### config.mk
export PLATFORM = sky130hd
export DESIGN_NAME = atom_valence_checker_unit_flat
export DESIGN_NICKNAME = d
export VERILOG_FILES = /design/src/rtl/core/avc_pkg.sv /design/src/rtl/core/avc_atom_if.sv /design/src/rtl/core/avc_result_if.sv /design/src/rtl/core/avc_front.sv /design/src/rtl/core/avc_queue.sv /design/src/rtl/core/avc_back.sv /design/src/rtl/core/atom_valence_checker_unit.sv /design/src/flat_wrapper.sv
export SDC_FILE = /design/constraint.sdc
export NUM_CORES = 1
export LEC_CHECK = 0
export CAP_MARGIN = 10
export CORE_MARGIN = 5
export CORE_UTILIZATION = 70
export DETAILED_ROUTE_END_ITERATION = 8
export DONT_BUFFER_PORTS = 1
export PLACE_DENSITY_LB_ADDON = 0.1
export SLEW_MARGIN = 20
export SYNTH_ARGS = -nofsm -noshare
export SYNTH_HDL_FRONTEND = slang
export SYNTH_HIERARCHICAL = 1
export SYNTH_SLANG_ARGS = --single-unit
### constraint.sdc
create_clock -name clk -period 32.8 [get_ports clk]
set_clock_uncertainty 0.1 [all_clocks]
set_input_delay 1.64 -clock clk [delete_from_list [all_inputs] [get_ports clk]]
set_output_delay 1.64 -clock clk [all_outputs]
set_load 0.005 [all_outputs]
### src/rtl/core/avc_pkg.sv
// Package for the atom valence checker: element codes, verdict codes,
// grading windows, the queue item type and the allowed valence lookup.
// No dependencies.
`default_nettype none

package avc_pkg;

  // element codes
  localparam logic [4:0] EL_H        = 5'd0;
  localparam logic [4:0] EL_B        = 5'd1;
  localparam logic [4:0] EL_C        = 5'd2;
  localparam logic [4:0] EL_N        = 5'd3;
  localparam logic [4:0] EL_O        = 5'd4;
  localparam logic [4:0] EL_F        = 5'd5;
  localparam logic [4:0] EL_SI       = 5'd6;
  localparam logic [4:0] EL_P        = 5'd7;
  localparam logic [4:0] EL_S        = 5'd8;
  localparam logic [4:0] EL_CL       = 5'd9;
  localparam logic [4:0] EL_SE       = 5'd10;
  localparam logic [4:0] EL_BR       = 5'd11;
  localparam logic [4:0] EL_I        = 5'd12;
  localparam logic [4:0] EL_METAL_LO = 5'd13;

  // formal charges with their own valence lists
  localparam logic signed [3:0] CHARGE_POS = 4'sd1;
  localparam logic signed [3:0] CHARGE_NEG = -4'sd1;

  // aromatic acceptance windows, total in half units
  localparam logic [6:0] AROM_C_LO = 7'd7;
  localparam logic [6:0] AROM_C_HI = 7'd11;
  localparam logic [6:0] AROM_N_LO = 7'd5;
  localparam logic [6:0] AROM_N_HI = 7'd9;

  // warning limits, total in half units
  localparam logic [6:0] WARN_S_MAX = 7'd13;
  localparam logic [6:0] WARN_P_MAX = 7'd11;
  localparam logic [6:0] WARN_N_MAX = 7'd11;

  // default depth of the queue between front and back
  localparam int QUEUE_DEPTH = 2;

  typedef enum logic [1:0] {
    VERDICT_VALID   = 2'd0,
    VERDICT_WARNING = 2'd1,
    VERDICT_ERROR   = 2'd2
  } verdict_t;

  // element class bits needed by grading
  typedef struct packed {
    logic is_c;
    logic is_n;
    logic is_p;
    logic is_s;
    logic arom;
    logic charge_nonneg;
  } atom_kind_t;

  // one classified atom as it travels through the queue
  typedef struct packed {
    logic [2:0] hydrogens;
    logic [6:0] total;
    logic [7:0] val_mask;   // bit v set when valence v is allowed
    atom_kind_t kind;
    logic       last;
  } atom_item_t;

  // allowed valences as a bit mask, ascending bit order matches list order
  function automatic logic [7:0] valence_mask(input logic [4:0] el,
                                              input logic signed [3:0] q);
    logic pos;
    logic neg;
    logic [7:0] m;
    pos = (q == CHARGE_POS);
    neg = (q == CHARGE_NEG);
    case (el)
      EL_H:  m = 8'b0000_0010;
      EL_B:  m = neg ? 8'b0001_0000 : 8'b0000_1000;
      EL_C:  m = (pos || neg) ? 8'b0000_1000 : 8'b0001_0000;
      EL_N:  m = pos ? 8'b0001_0000 : (neg ? 8'b0000_0100 : 8'b0010_1000);
      EL_O:  m = pos ? 8'b0000_1000 : (neg ? 8'b0000_0010 : 8'b0000_1100);
      EL_F:  m = 8'b0000_0010;
      EL_SI: m = 8'b0001_0000;
      EL_P:  m = pos ? 8'b0001_0000 : 8'b0010_1000;
      EL_S:  m = pos ? 8'b0000_1000 : (neg ? 8'b0000_0010 : 8'b0101_1100);
      EL_CL,
      EL_I:  m = neg ? 8'b0000_0001 : 8'b1010_1010;
      EL_SE: m = 8'b0101_0100;
      EL_BR: m = neg ? 8'b0000_0001 : 8'b0010_1010;
      default: m = 8'b0111_1111;
    endcase
    return m;
  endfunction

endpackage

`default_nettype wire

### src/rtl/core/avc_atom_if.sv
// Atom input channel: valid/ready handshake with the atom fields.
// Depends on nothing.
`default_nettype none

interface avc_atom_if;
  logic              valid;
  logic              ready;
  logic [4:0]        element;
  logic signed [3:0] charge;
  logic [5:0]        bond_halves;
  logic              aromatic;
  logic [2:0]        given_hydrogens;
  logic              last_atom;

  modport source (output valid, element, charge, bond_halves, aromatic,
                  given_hydrogens, last_atom, input ready);
  modport sink   (input valid, element, charge, bond_halves, aromatic,
                  given_hydrogens, last_atom, output ready);
endinterface

`default_nettype wire

### src/rtl/core/avc_result_if.sv
// Result channel: valid/ready handshake with the graded atom fields.
// Depends on nothing.
`default_nettype none

interface avc_result_if;
  logic       valid;
  logic       ready;
  logic [2:0] hydrogens_used;
  logic [6:0] total_halves;
  logic [1:0] verdict;
  logic [2:0] nearest_valence;
  logic       molecule_valid;
  logic       molecule_end;

  modport source (output valid, hydrogens_used, total_halves, verdict,
                  nearest_valence, molecule_valid, molecule_end, input ready);
  modport sink   (input valid, hydrogens_used, total_halves, verdict,
                  nearest_valence, molecule_valid, molecule_end, output ready);
endinterface

`default_nettype wire

### src/rtl/core/avc_front.sv
// Front end: takes atom beats, looks up the valence list, infers hydrogens
// and forms the total. Depends on avc_pkg and avc_atom_if.
`default_nettype none

module avc_front (
  avc_atom_if.sink           atoms,
  output logic               push_valid,
  input  logic               push_ready,
  output avc_pkg::atom_item_t push_item
);

  logic [7:0] mask;
  logic       no_h;
  logic       found;
  logic [2:0] h_inf;
  logic [2:0] h_used;
  logic [6:0] diff;

  // handshake passes straight to the queue
  assign push_valid  = atoms.valid;
  assign atoms.ready = push_ready;

  assign mask = avc_pkg::valence_mask(atoms.element, atoms.charge);
  assign no_h = (atoms.element == avc_pkg::EL_H) ||
                (atoms.element >= avc_pkg::EL_METAL_LO);

  // first allowed valence at or above the bond sum, rounded half up
  always_comb begin
    found = 1'b0;
    h_inf = 3'd0;
    diff  = 7'd0;
    for (int v = 0; v < 8; v++) begin
      if (!found && mask[v] && (7'(2 * v) >= {1'b0, atoms.bond_halves})) begin
        diff  = 7'(2 * v) - {1'b0, atoms.bond_halves} + 7'd1;
        h_inf = diff[3:1];
        found = 1'b1;
      end
    end
  end

  assign h_used = (atoms.given_hydrogens == 3'd0 && !no_h) ? h_inf
                                                           : atoms.given_hydrogens;

  // classified item
  always_comb begin
    push_item.hydrogens          = h_used;
    push_item.total              = {1'b0, atoms.bond_halves} + {3'd0, h_used, 1'b0};
    push_item.val_mask           = mask;
    push_item.kind.is_c          = (atoms.element == avc_pkg::EL_C);
    push_item.kind.is_n          = (atoms.element == avc_pkg::EL_N);
    push_item.kind.is_p          = (atoms.element == avc_pkg::EL_P);
    push_item.kind.is_s          = (atoms.element == avc_pkg::EL_S);
    push_item.kind.arom          = atoms.aromatic;
    push_item.kind.charge_nonneg = !atoms.charge[3];
    push_item.last               = atoms.last_atom;
  end

endmodule

`default_nettype wire

### src/rtl/core/avc_queue.sv
// Short register queue between front and back, push and pop in the same cycle.
// Depends on avc_pkg.
`default_nettype none

module avc_queue #(
  parameter int DEPTH = avc_pkg::QUEUE_DEPTH
) (
  input  logic                clk,
  input  logic                rst,
  input  logic                push_valid,
  output logic                push_ready,
  input  avc_pkg::atom_item_t push_item,
  output logic                pop_valid,
  input  logic                pop_ready,
  output avc_pkg::atom_item_t pop_item
);

  localparam int PW = $clog2(DEPTH);
  localparam int CW = $clog2(DEPTH + 1);
  localparam logic [PW-1:0] LAST_SLOT = PW'(DEPTH - 1);
  localparam logic [CW-1:0] FULL      = CW'(DEPTH);

  avc_pkg::atom_item_t slots [DEPTH];
  logic [PW-1:0] wr_ptr;
  logic [PW-1:0] rd_ptr;
  logic [CW-1:0] count;
  logic          do_push;
  logic          do_pop;

  assign push_ready = (count != FULL);
  assign pop_valid  = (count != '0);
  assign pop_item   = slots[rd_ptr];
  assign do_push    = push_valid && push_ready;
  assign do_pop     = pop_valid && pop_ready;

  // storage
  always_ff @(posedge clk) begin
    if (do_push) begin
      slots[wr_ptr] <= push_item;
    end
  end

  // pointers and fill count
  always_ff @(posedge clk) begin
    if (rst) begin
      wr_ptr <= '0;
      rd_ptr <= '0;
      count  <= '0;
    end else begin
      if (do_push) begin
        wr_ptr <= (wr_ptr == LAST_SLOT) ? '0 : wr_ptr + PW'(1);
      end
      if (do_pop) begin
        rd_ptr <= (rd_ptr == LAST_SLOT) ? '0 : rd_ptr + PW'(1);
      end
      if (do_push && !do_pop) begin
        count <= count + CW'(1);
      end else if (do_pop && !do_push) begin
        count <= count - CW'(1);
      end
    end
  end

endmodule

`default_nettype wire

### src/rtl/core/avc_back.sv
// Back end: tests the total against the valence list, grades the atom,
// finds the nearest valence and keeps the molecule flag.
// Depends on avc_pkg and avc_result_if.
`default_nettype none

module avc_back (
  input  logic                clk,
  input  logic                rst,
  input  logic                pop_valid,
  output logic                pop_ready,
  input  avc_pkg::atom_item_t pop_item,
  avc_result_if.source        results
);

  logic              out_valid;
  logic [2:0]        hyd;
  logic [6:0]        total;
  avc_pkg::verdict_t verdict;
  logic [2:0]        nearest;
  logic              mol_valid;
  logic              mol_end;
  logic              molecule_ok;

  logic              in_list;
  logic              ok;
  logic              warn;
  logic [5:0]        r;
  logic [5:0]        d;
  logic [5:0]        best;
  logic              have;
  logic [2:0]        near_sel;
  avc_pkg::verdict_t verdict_next;
  logic              mol_valid_next;
  logic              take;

  assign pop_ready = !out_valid || results.ready;
  assign take      = pop_valid && pop_ready;

  // total within one half unit of an allowed valence
  always_comb begin
    in_list = 1'b0;
    for (int v = 0; v < 8; v++) begin
      if (pop_item.val_mask[v] &&
          ({1'b0, pop_item.total} + 8'd1 >= 8'(2 * v)) &&
          ({1'b0, pop_item.total} <= 8'(2 * v + 1))) begin
        in_list = 1'b1;
      end
    end
  end

  // aromatic windows
  assign ok = in_list ||
    (pop_item.kind.arom && pop_item.kind.is_c &&
     pop_item.total >= avc_pkg::AROM_C_LO && pop_item.total <= avc_pkg::AROM_C_HI) ||
    (pop_item.kind.arom && pop_item.kind.is_n &&
     pop_item.total >= avc_pkg::AROM_N_LO && pop_item.total <= avc_pkg::AROM_N_HI);

  // nearest allowed valence to the rounded total, lower valence wins ties
  assign r = 6'((8'({1'b0, pop_item.total}) + 8'd1) >> 1);
  always_comb begin
    have     = 1'b0;
    best     = '0;
    near_sel = '0;
    d        = '0;
    for (int v = 0; v < 8; v++) begin
      d = (6'(v) > r) ? 6'(v) - r : r - 6'(v);
      if (pop_item.val_mask[v] && (!have || d < best)) begin
        best     = d;
        near_sel = 3'(v);
        have     = 1'b1;
      end
    end
  end

  // S/P/N warning rules
  assign warn = (pop_item.kind.is_s && pop_item.total <= avc_pkg::WARN_S_MAX) ||
                (pop_item.kind.is_p && pop_item.total <= avc_pkg::WARN_P_MAX) ||
                (pop_item.kind.is_n && pop_item.total <= avc_pkg::WARN_N_MAX &&
                 pop_item.kind.charge_nonneg);

  always_comb begin
    if (ok) begin
      verdict_next = avc_pkg::VERDICT_VALID;
    end else if (warn) begin
      verdict_next = avc_pkg::VERDICT_WARNING;
    end else begin
      verdict_next = avc_pkg::VERDICT_ERROR;
    end
  end

  assign mol_valid_next = molecule_ok && (verdict_next != avc_pkg::VERDICT_ERROR);

  // output register
  always_ff @(posedge clk) begin
    if (rst) begin
      out_valid <= 1'b0;
    end else if (take) begin
      out_valid <= 1'b1;
    end else if (results.ready) begin
      out_valid <= 1'b0;
    end
  end

  always_ff @(posedge clk) begin
    if (take) begin
      hyd       <= pop_item.hydrogens;
      total     <= pop_item.total;
      verdict   <= verdict_next;
      nearest   <= ok ? 3'd0 : near_sel;
      mol_valid <= mol_valid_next;
      mol_end   <= pop_item.last;
    end
  end

  // sticky molecule flag, set again after the last atom
  always_ff @(posedge clk) begin
    if (rst) begin
      molecule_ok <= 1'b1;
    end else if (take) begin
      molecule_ok <= pop_item.last ? 1'b1 : mol_valid_next;
    end
  end

  assign results.valid           = out_valid;
  assign results.hydrogens_used  = hyd;
  assign results.total_halves    = total;
  assign results.verdict         = verdict;
  assign results.nearest_valence = nearest;
  assign results.molecule_valid  = mol_valid;
  assign results.molecule_end    = mol_end;

endmodule

`default_nettype wire

### src/rtl/core/atom_valence_checker_unit.sv
// Atom valence checker top level: front end, queue and back end.
// Depends on avc_pkg, avc_atom_if, avc_result_if, avc_front, avc_queue, avc_back.
//
// Usage:
//   atoms carries one atom per beat (element, charge, bond sum in half units,
//   aromatic flag, given hydrogen count, last-atom mark); results carries one
//   graded beat per atom, in order.
//   Path: an atom taken on atoms is written into a queue slot and then graded
//   into the back end's output register, which drives results.
//   Throughput: one atom per cycle while results does not stall; the front end
//   is combinational lookup logic and the back end combinational grading logic.
//   When results stalls, the back end holds its output register and the queue
//   (DEPTH beats) fills; atoms.ready falls once the queue is full.
//   Reset empties the queue and the output register and sets the molecule
//   flag to valid. The flag is cleared by any error and set again after the
//   atom marked last.
`default_nettype none

module atom_valence_checker_unit #(
  parameter int DEPTH = avc_pkg::QUEUE_DEPTH
) (
  input  logic         clk,
  input  logic         rst,
  avc_atom_if.sink     atoms,
  avc_result_if.source results
);

  logic                push_valid;
  logic                push_ready;
  avc_pkg::atom_item_t push_item;
  logic                pop_valid;
  logic                pop_ready;
  avc_pkg::atom_item_t pop_item;

  avc_front u_front (
    .atoms      (atoms),
    .push_valid (push_valid),
    .push_ready (push_ready),
    .push_item  (push_item)
  );

  avc_queue #(
    .DEPTH (DEPTH)
  ) u_queue (
    .clk        (clk),
    .rst        (rst),
    .push_valid (push_valid),
    .push_ready (push_ready),
    .push_item  (push_item),
    .pop_valid  (pop_valid),
    .pop_ready  (pop_ready),
    .pop_item   (pop_item)
  );

  avc_back u_back (
    .clk       (clk),
    .rst       (rst),
    .pop_valid (pop_valid),
    .pop_ready (pop_ready),
    .pop_item  (pop_item),
    .results   (results)
  );

endmodule

`default_nettype wire
### src/flat_wrapper.sv
// flat-port wrapper written by rule: the top's interface ports become plain ports
module atom_valence_checker_unit_flat 
#(
  parameter int DEPTH = avc_pkg::QUEUE_DEPTH
)
  (clk, rst, atoms_valid, atoms_element, atoms_charge, atoms_bond_halves, atoms_aromatic, atoms_given_hydrogens, atoms_last_atom, atoms_ready, results_valid, results_hydrogens_used, results_total_halves, results_verdict, results_nearest_valence, results_molecule_valid, results_molecule_end, results_ready);
  avc_atom_if atoms_i ();
  avc_result_if results_i ();
  input  logic clk;
  input  logic rst;
  input wire logic [$bits(atoms_i.valid)-1:0] atoms_valid;
  input wire logic [$bits(atoms_i.element)-1:0] atoms_element;
  input wire logic [$bits(atoms_i.charge)-1:0] atoms_charge;
  input wire logic [$bits(atoms_i.bond_halves)-1:0] atoms_bond_halves;
  input wire logic [$bits(atoms_i.aromatic)-1:0] atoms_aromatic;
  input wire logic [$bits(atoms_i.given_hydrogens)-1:0] atoms_given_hydrogens;
  input wire logic [$bits(atoms_i.last_atom)-1:0] atoms_last_atom;
  output wire logic [$bits(atoms_i.ready)-1:0] atoms_ready;
  output wire logic [$bits(results_i.valid)-1:0] results_valid;
  output wire logic [$bits(results_i.hydrogens_used)-1:0] results_hydrogens_used;
  output wire logic [$bits(results_i.total_halves)-1:0] results_total_halves;
  output wire logic [$bits(results_i.verdict)-1:0] results_verdict;
  output wire logic [$bits(results_i.nearest_valence)-1:0] results_nearest_valence;
  output wire logic [$bits(results_i.molecule_valid)-1:0] results_molecule_valid;
  output wire logic [$bits(results_i.molecule_end)-1:0] results_molecule_end;
  input wire logic [$bits(results_i.ready)-1:0] results_ready;
  assign atoms_i.valid = atoms_valid;
  assign atoms_i.element = atoms_element;
  assign atoms_i.charge = atoms_charge;
  assign atoms_i.bond_halves = atoms_bond_halves;
  assign atoms_i.aromatic = atoms_aromatic;
  assign atoms_i.given_hydrogens = atoms_given_hydrogens;
  assign atoms_i.last_atom = atoms_last_atom;
  assign atoms_ready = atoms_i.ready;
  assign results_valid = results_i.valid;
  assign results_hydrogens_used = results_i.hydrogens_used;
  assign results_total_halves = results_i.total_halves;
  assign results_verdict = results_i.verdict;
  assign results_nearest_valence = results_i.nearest_valence;
  assign results_molecule_valid = results_i.molecule_valid;
  assign results_molecule_end = results_i.molecule_end;
  assign results_i.ready = results_ready;
  atom_valence_checker_unit #(.DEPTH(DEPTH)) u_core (.clk(clk), .rst(rst), .atoms(atoms_i), .results(results_i));
endmodule
==> results.sh <==
export IMPL_ys_warn_count=6
export IMPL_layout_min_cycle_time_ns=16.99
export IMPL_row_count=37
export IMPL_wl_per_cell_um=21.6
export IMPL_reg2regPathDepth=64
export IMPL_antenna_found_initial=0
export IMPL_critPathSlowestCell="a2111oi_0"
export IMPL_path_common_cell="ha_1"
export IMPL_hold_path_class="reg2reg"
export IMPL_cts_inserted_buffers=9
export IMPL_core_area_um2=10400
export IMPL_ys_types=96
export IMPL_min_to="u_core/u_queue/count[1]"
export IMPL_vias=6686
export IMPL_criticalPathCategory="reg2reg"
export IMPL_post_cts_setup_buffers=0
export IMPL_syn_cell_area_um2=7510
export IMPL_clockBufferDepth=2
export IMPL_clock_latency_ns=0.35
export IMPL_layout_common_cells="nand2_1 (78), edfxtp_1 (67), ha_1 (62), nor2_1 (59), a21oi_1 (53)"
export IMPL_syn_inst=838
export IMPL_cp_arrival_ns=17.06
export IMPL_synthArstFlopShare=0
export IMPL_r2r_slack_ns=15.81
export IMPL_crit_required_ns=32.87
export IMPL_slew_headroom=0.312
export IMPL_worst_slew_pin_slew_ns=1.03
export IMPL_cts_root_buf="clkbuf_8"
export IMPL_layout_nets=894
export IMPL_io_pins=43
export IMPL_num_fill_cells=758
export IMPL_drv_cap=0
export IMPL_start_util=0.721
export IMPL_drt_initial_drc_count=792
export IMPL_overflow=0
export IMPL_tns_ns=0
export IMPL_syn_avg_cell_area_um2=8.97
export IMPL_yosysSeqAreaShare=0.286
export IMPL_wirelength_um=20500
export IMPL_cp_start_kind="flip-flop"
export IMPL_port_buffers=0
export IMPL_dieArea_um2=12900
export IMPL_synth_nets=925
export IMPL_finalHoldViolations=0
export IMPL_grt_pass1_wl_um=32800
export IMPL_cts_tree="yes"
export IMPL_finalMaxSlewViolations=0
export IMPL_hold_buffers=0
export IMPL_cp_top_family="compound AO/OA/AOI/OAI gates"
export IMPL_hold_depth=2
export IMPL_crit_buf_inv=4
export IMPL_grt_pass1_vias=6531
export IMPL_ant_nets=0
export IMPL_die_w_um=114
export IMPL_gp_congestion=1.08
export IMPL_cts_sinks=74
export IMPL_status="completed"
export IMPL_end_kind="flip-flop"
export IMPL_fmax_ghz=0.0589
export IMPL_drive_gt1_frac=0.111
export IMPL_post_route_drc_count=0
export IMPL_layout_commonest_cell="nand2_1"
export IMPL_synthToLayoutAreaGrowth_pct=2.31
export IMPL_dr_pass1_iters=6
export IMPL_synth_edf_count=67
export IMPL_dp_hpwl_um=15600
export IMPL_diodes=0
export IMPL_finalCritPeriodShare=0.518
export IMPL_htree_num_levels=3
export IMPL_path_clk_slew_ns=0.08
export IMPL_avgViaCountPerCell=7.05
export IMPL_cp_max_fo=17
export IMPL_finalSetupViolations=0
export IMPL_grt_total_usage=0.315
export IMPL_ctsResizeCount=0
export IMPL_ys_seq_elements=74
export IMPL_yosys_most_used_dff="edfxtp_1"
export IMPL_min_from="u_core/u_queue/count[1]"
export IMPL_rr_endpoint="u_core/u_back/results.nearest_valence[2]"
export IMPL_die_height_um=114
export IMPL_cp_slowest_stage_delay_ns=0.72
export IMPL_grt_max_degree=26
export IMPL_rsz0062_at_grt="no"
-- how the worst max path moves through the flow --
stage                                               end  cells past startpoint  slack [ns]      start
2_1_floorplan  u_core/u_back/results.nearest_valence[2]                     70       18.94  flip-flop
3_3_place_gp   u_core/u_back/results.nearest_valence[2]                     66       16.79  flip-flop
3_5_place_dp   u_core/u_back/results.nearest_valence[2]                     64       15.98  flip-flop
4_1_cts        u_core/u_back/results.nearest_valence[2]                     64       15.89  flip-flop
5_1_grt        u_core/u_back/results.nearest_valence[2]                     64       14.63  flip-flop
6_report       u_core/u_back/results.nearest_valence[2]                     64       15.81  flip-flop
-- per-layer routing --
| layer | vias to the layer above | GRT usage | wire length (µm) |
|---|---|---|---|
| met1 | 3097 | 0.372 | 7680 |
| met3 | 84 | 0.0531 | 1710 |
| met2 | 401 | 0.556 | 10100 |
| met4 | 0 | 0.150 | 952 |
| li1 | 3104 | - | - |
| met5 | - | 0 | 0 |
-- cell usage after synthesis (12+ instances only) --
| master | instances | area (µm²) |
|---|---|---|
| nor2_1 | 59 | 221 |
| o211ai_1 | 17 | 128 |
| mux2_2 | 27 | 304 |
| nand2_1 | 78 | 293 |
| and2_1 | 19 | 119 |
| ha_1 | 62 | 776 |
| clkbuf_1 | 17 | 63.8 |
| inv_1 | 39 | 146 |
| nor3_1 | 12 | 60.1 |
| a21oi_1 | 53 | 265 |
| o21ai_0 | 44 | 220 |
| xnor2_1 | 20 | 175 |
| buf_2 | 14 | 70.1 |
| nor2b_1 | 12 | 75.1 |
| edfxtp_1 | 67 | 2010 |
| mux2i_1 | 17 | 170 |
| nand3_1 | 19 | 95.1 |
| nand4_1 | 13 | 81.3 |
| a21o_1 | 16 | 120 |
-- final cells by class --
cell class,count,area [µm²],area share
Clock inverter,7,93.8,0.0122
Inverter,42,158,0.0205
Sequential cell,74,2150,0.280
Multi-Input combinational cell,677,4970,0.646
Timing Repair Buffer,3,22.5,0.00293
Tap cell,136,170,0.0221
Clock buffer,9,124,0.0161
-- registers in the layout (all words and copies together) (netlist names), named ones only --
name / cells
u_core/u_queue/wr_ptr: 1
u_core/u_back/results.molecule_end: 1
u_core/u_queue/rd_ptr: 1
u_core/u_queue/count: 2
u_core/u_back/results.valid: 1
u_core/u_back/molecule_ok: 1
u_core/u_back/results.molecule_valid: 1
u_core/u_back/results.total_halves: 7
u_core/u_queue/slots: 50
u_core/u_back/results.verdict: 2
u_core/u_back/results.nearest_valence: 3
u_core/u_back/results.hydrogens_used: 3
-- tightest hold or removal path: stages, from the launching register on --
cell and delay [ns]:
dfxtp_1 0.35, o21ai_0 0.09, a21oi_1 0.07
-- metrics by stage --
stage / hold WS, ns / setup WS [ns] / instances / utilization / area (µm²)
after floorplan: 0.371 / 18.94 / 838 / - / 7510
after global placement: 0.382 / 16.79 / 932 / 0.717 / 7460
after detailed placement: 0.428 / 15.98 / 932 / 0.717 / 7460
after CTS: 0.442 / 15.89 / 948 / 0.737 / 7680
after global routing: 0.467 / 14.63 / 948 / 0.738 / 7690
final: 0.443 / 15.81 / 948 / 0.738 / 7690
-- kinds of logic after synthesis --
kind of cell    after synthesis  share of synthesized area
simple gates                286                      0.208
compound gates              254                      0.245
buf+inv                      87                     0.0534
flops                        74                      0.286
fa+ha+maj                    63                      0.106
mux                          44                     0.0631
xor+xnor                     30                     0.0380
Power is not shown: default switching activity piles up to over one toggle a cycle in this logic, so the estimate is an artifact.
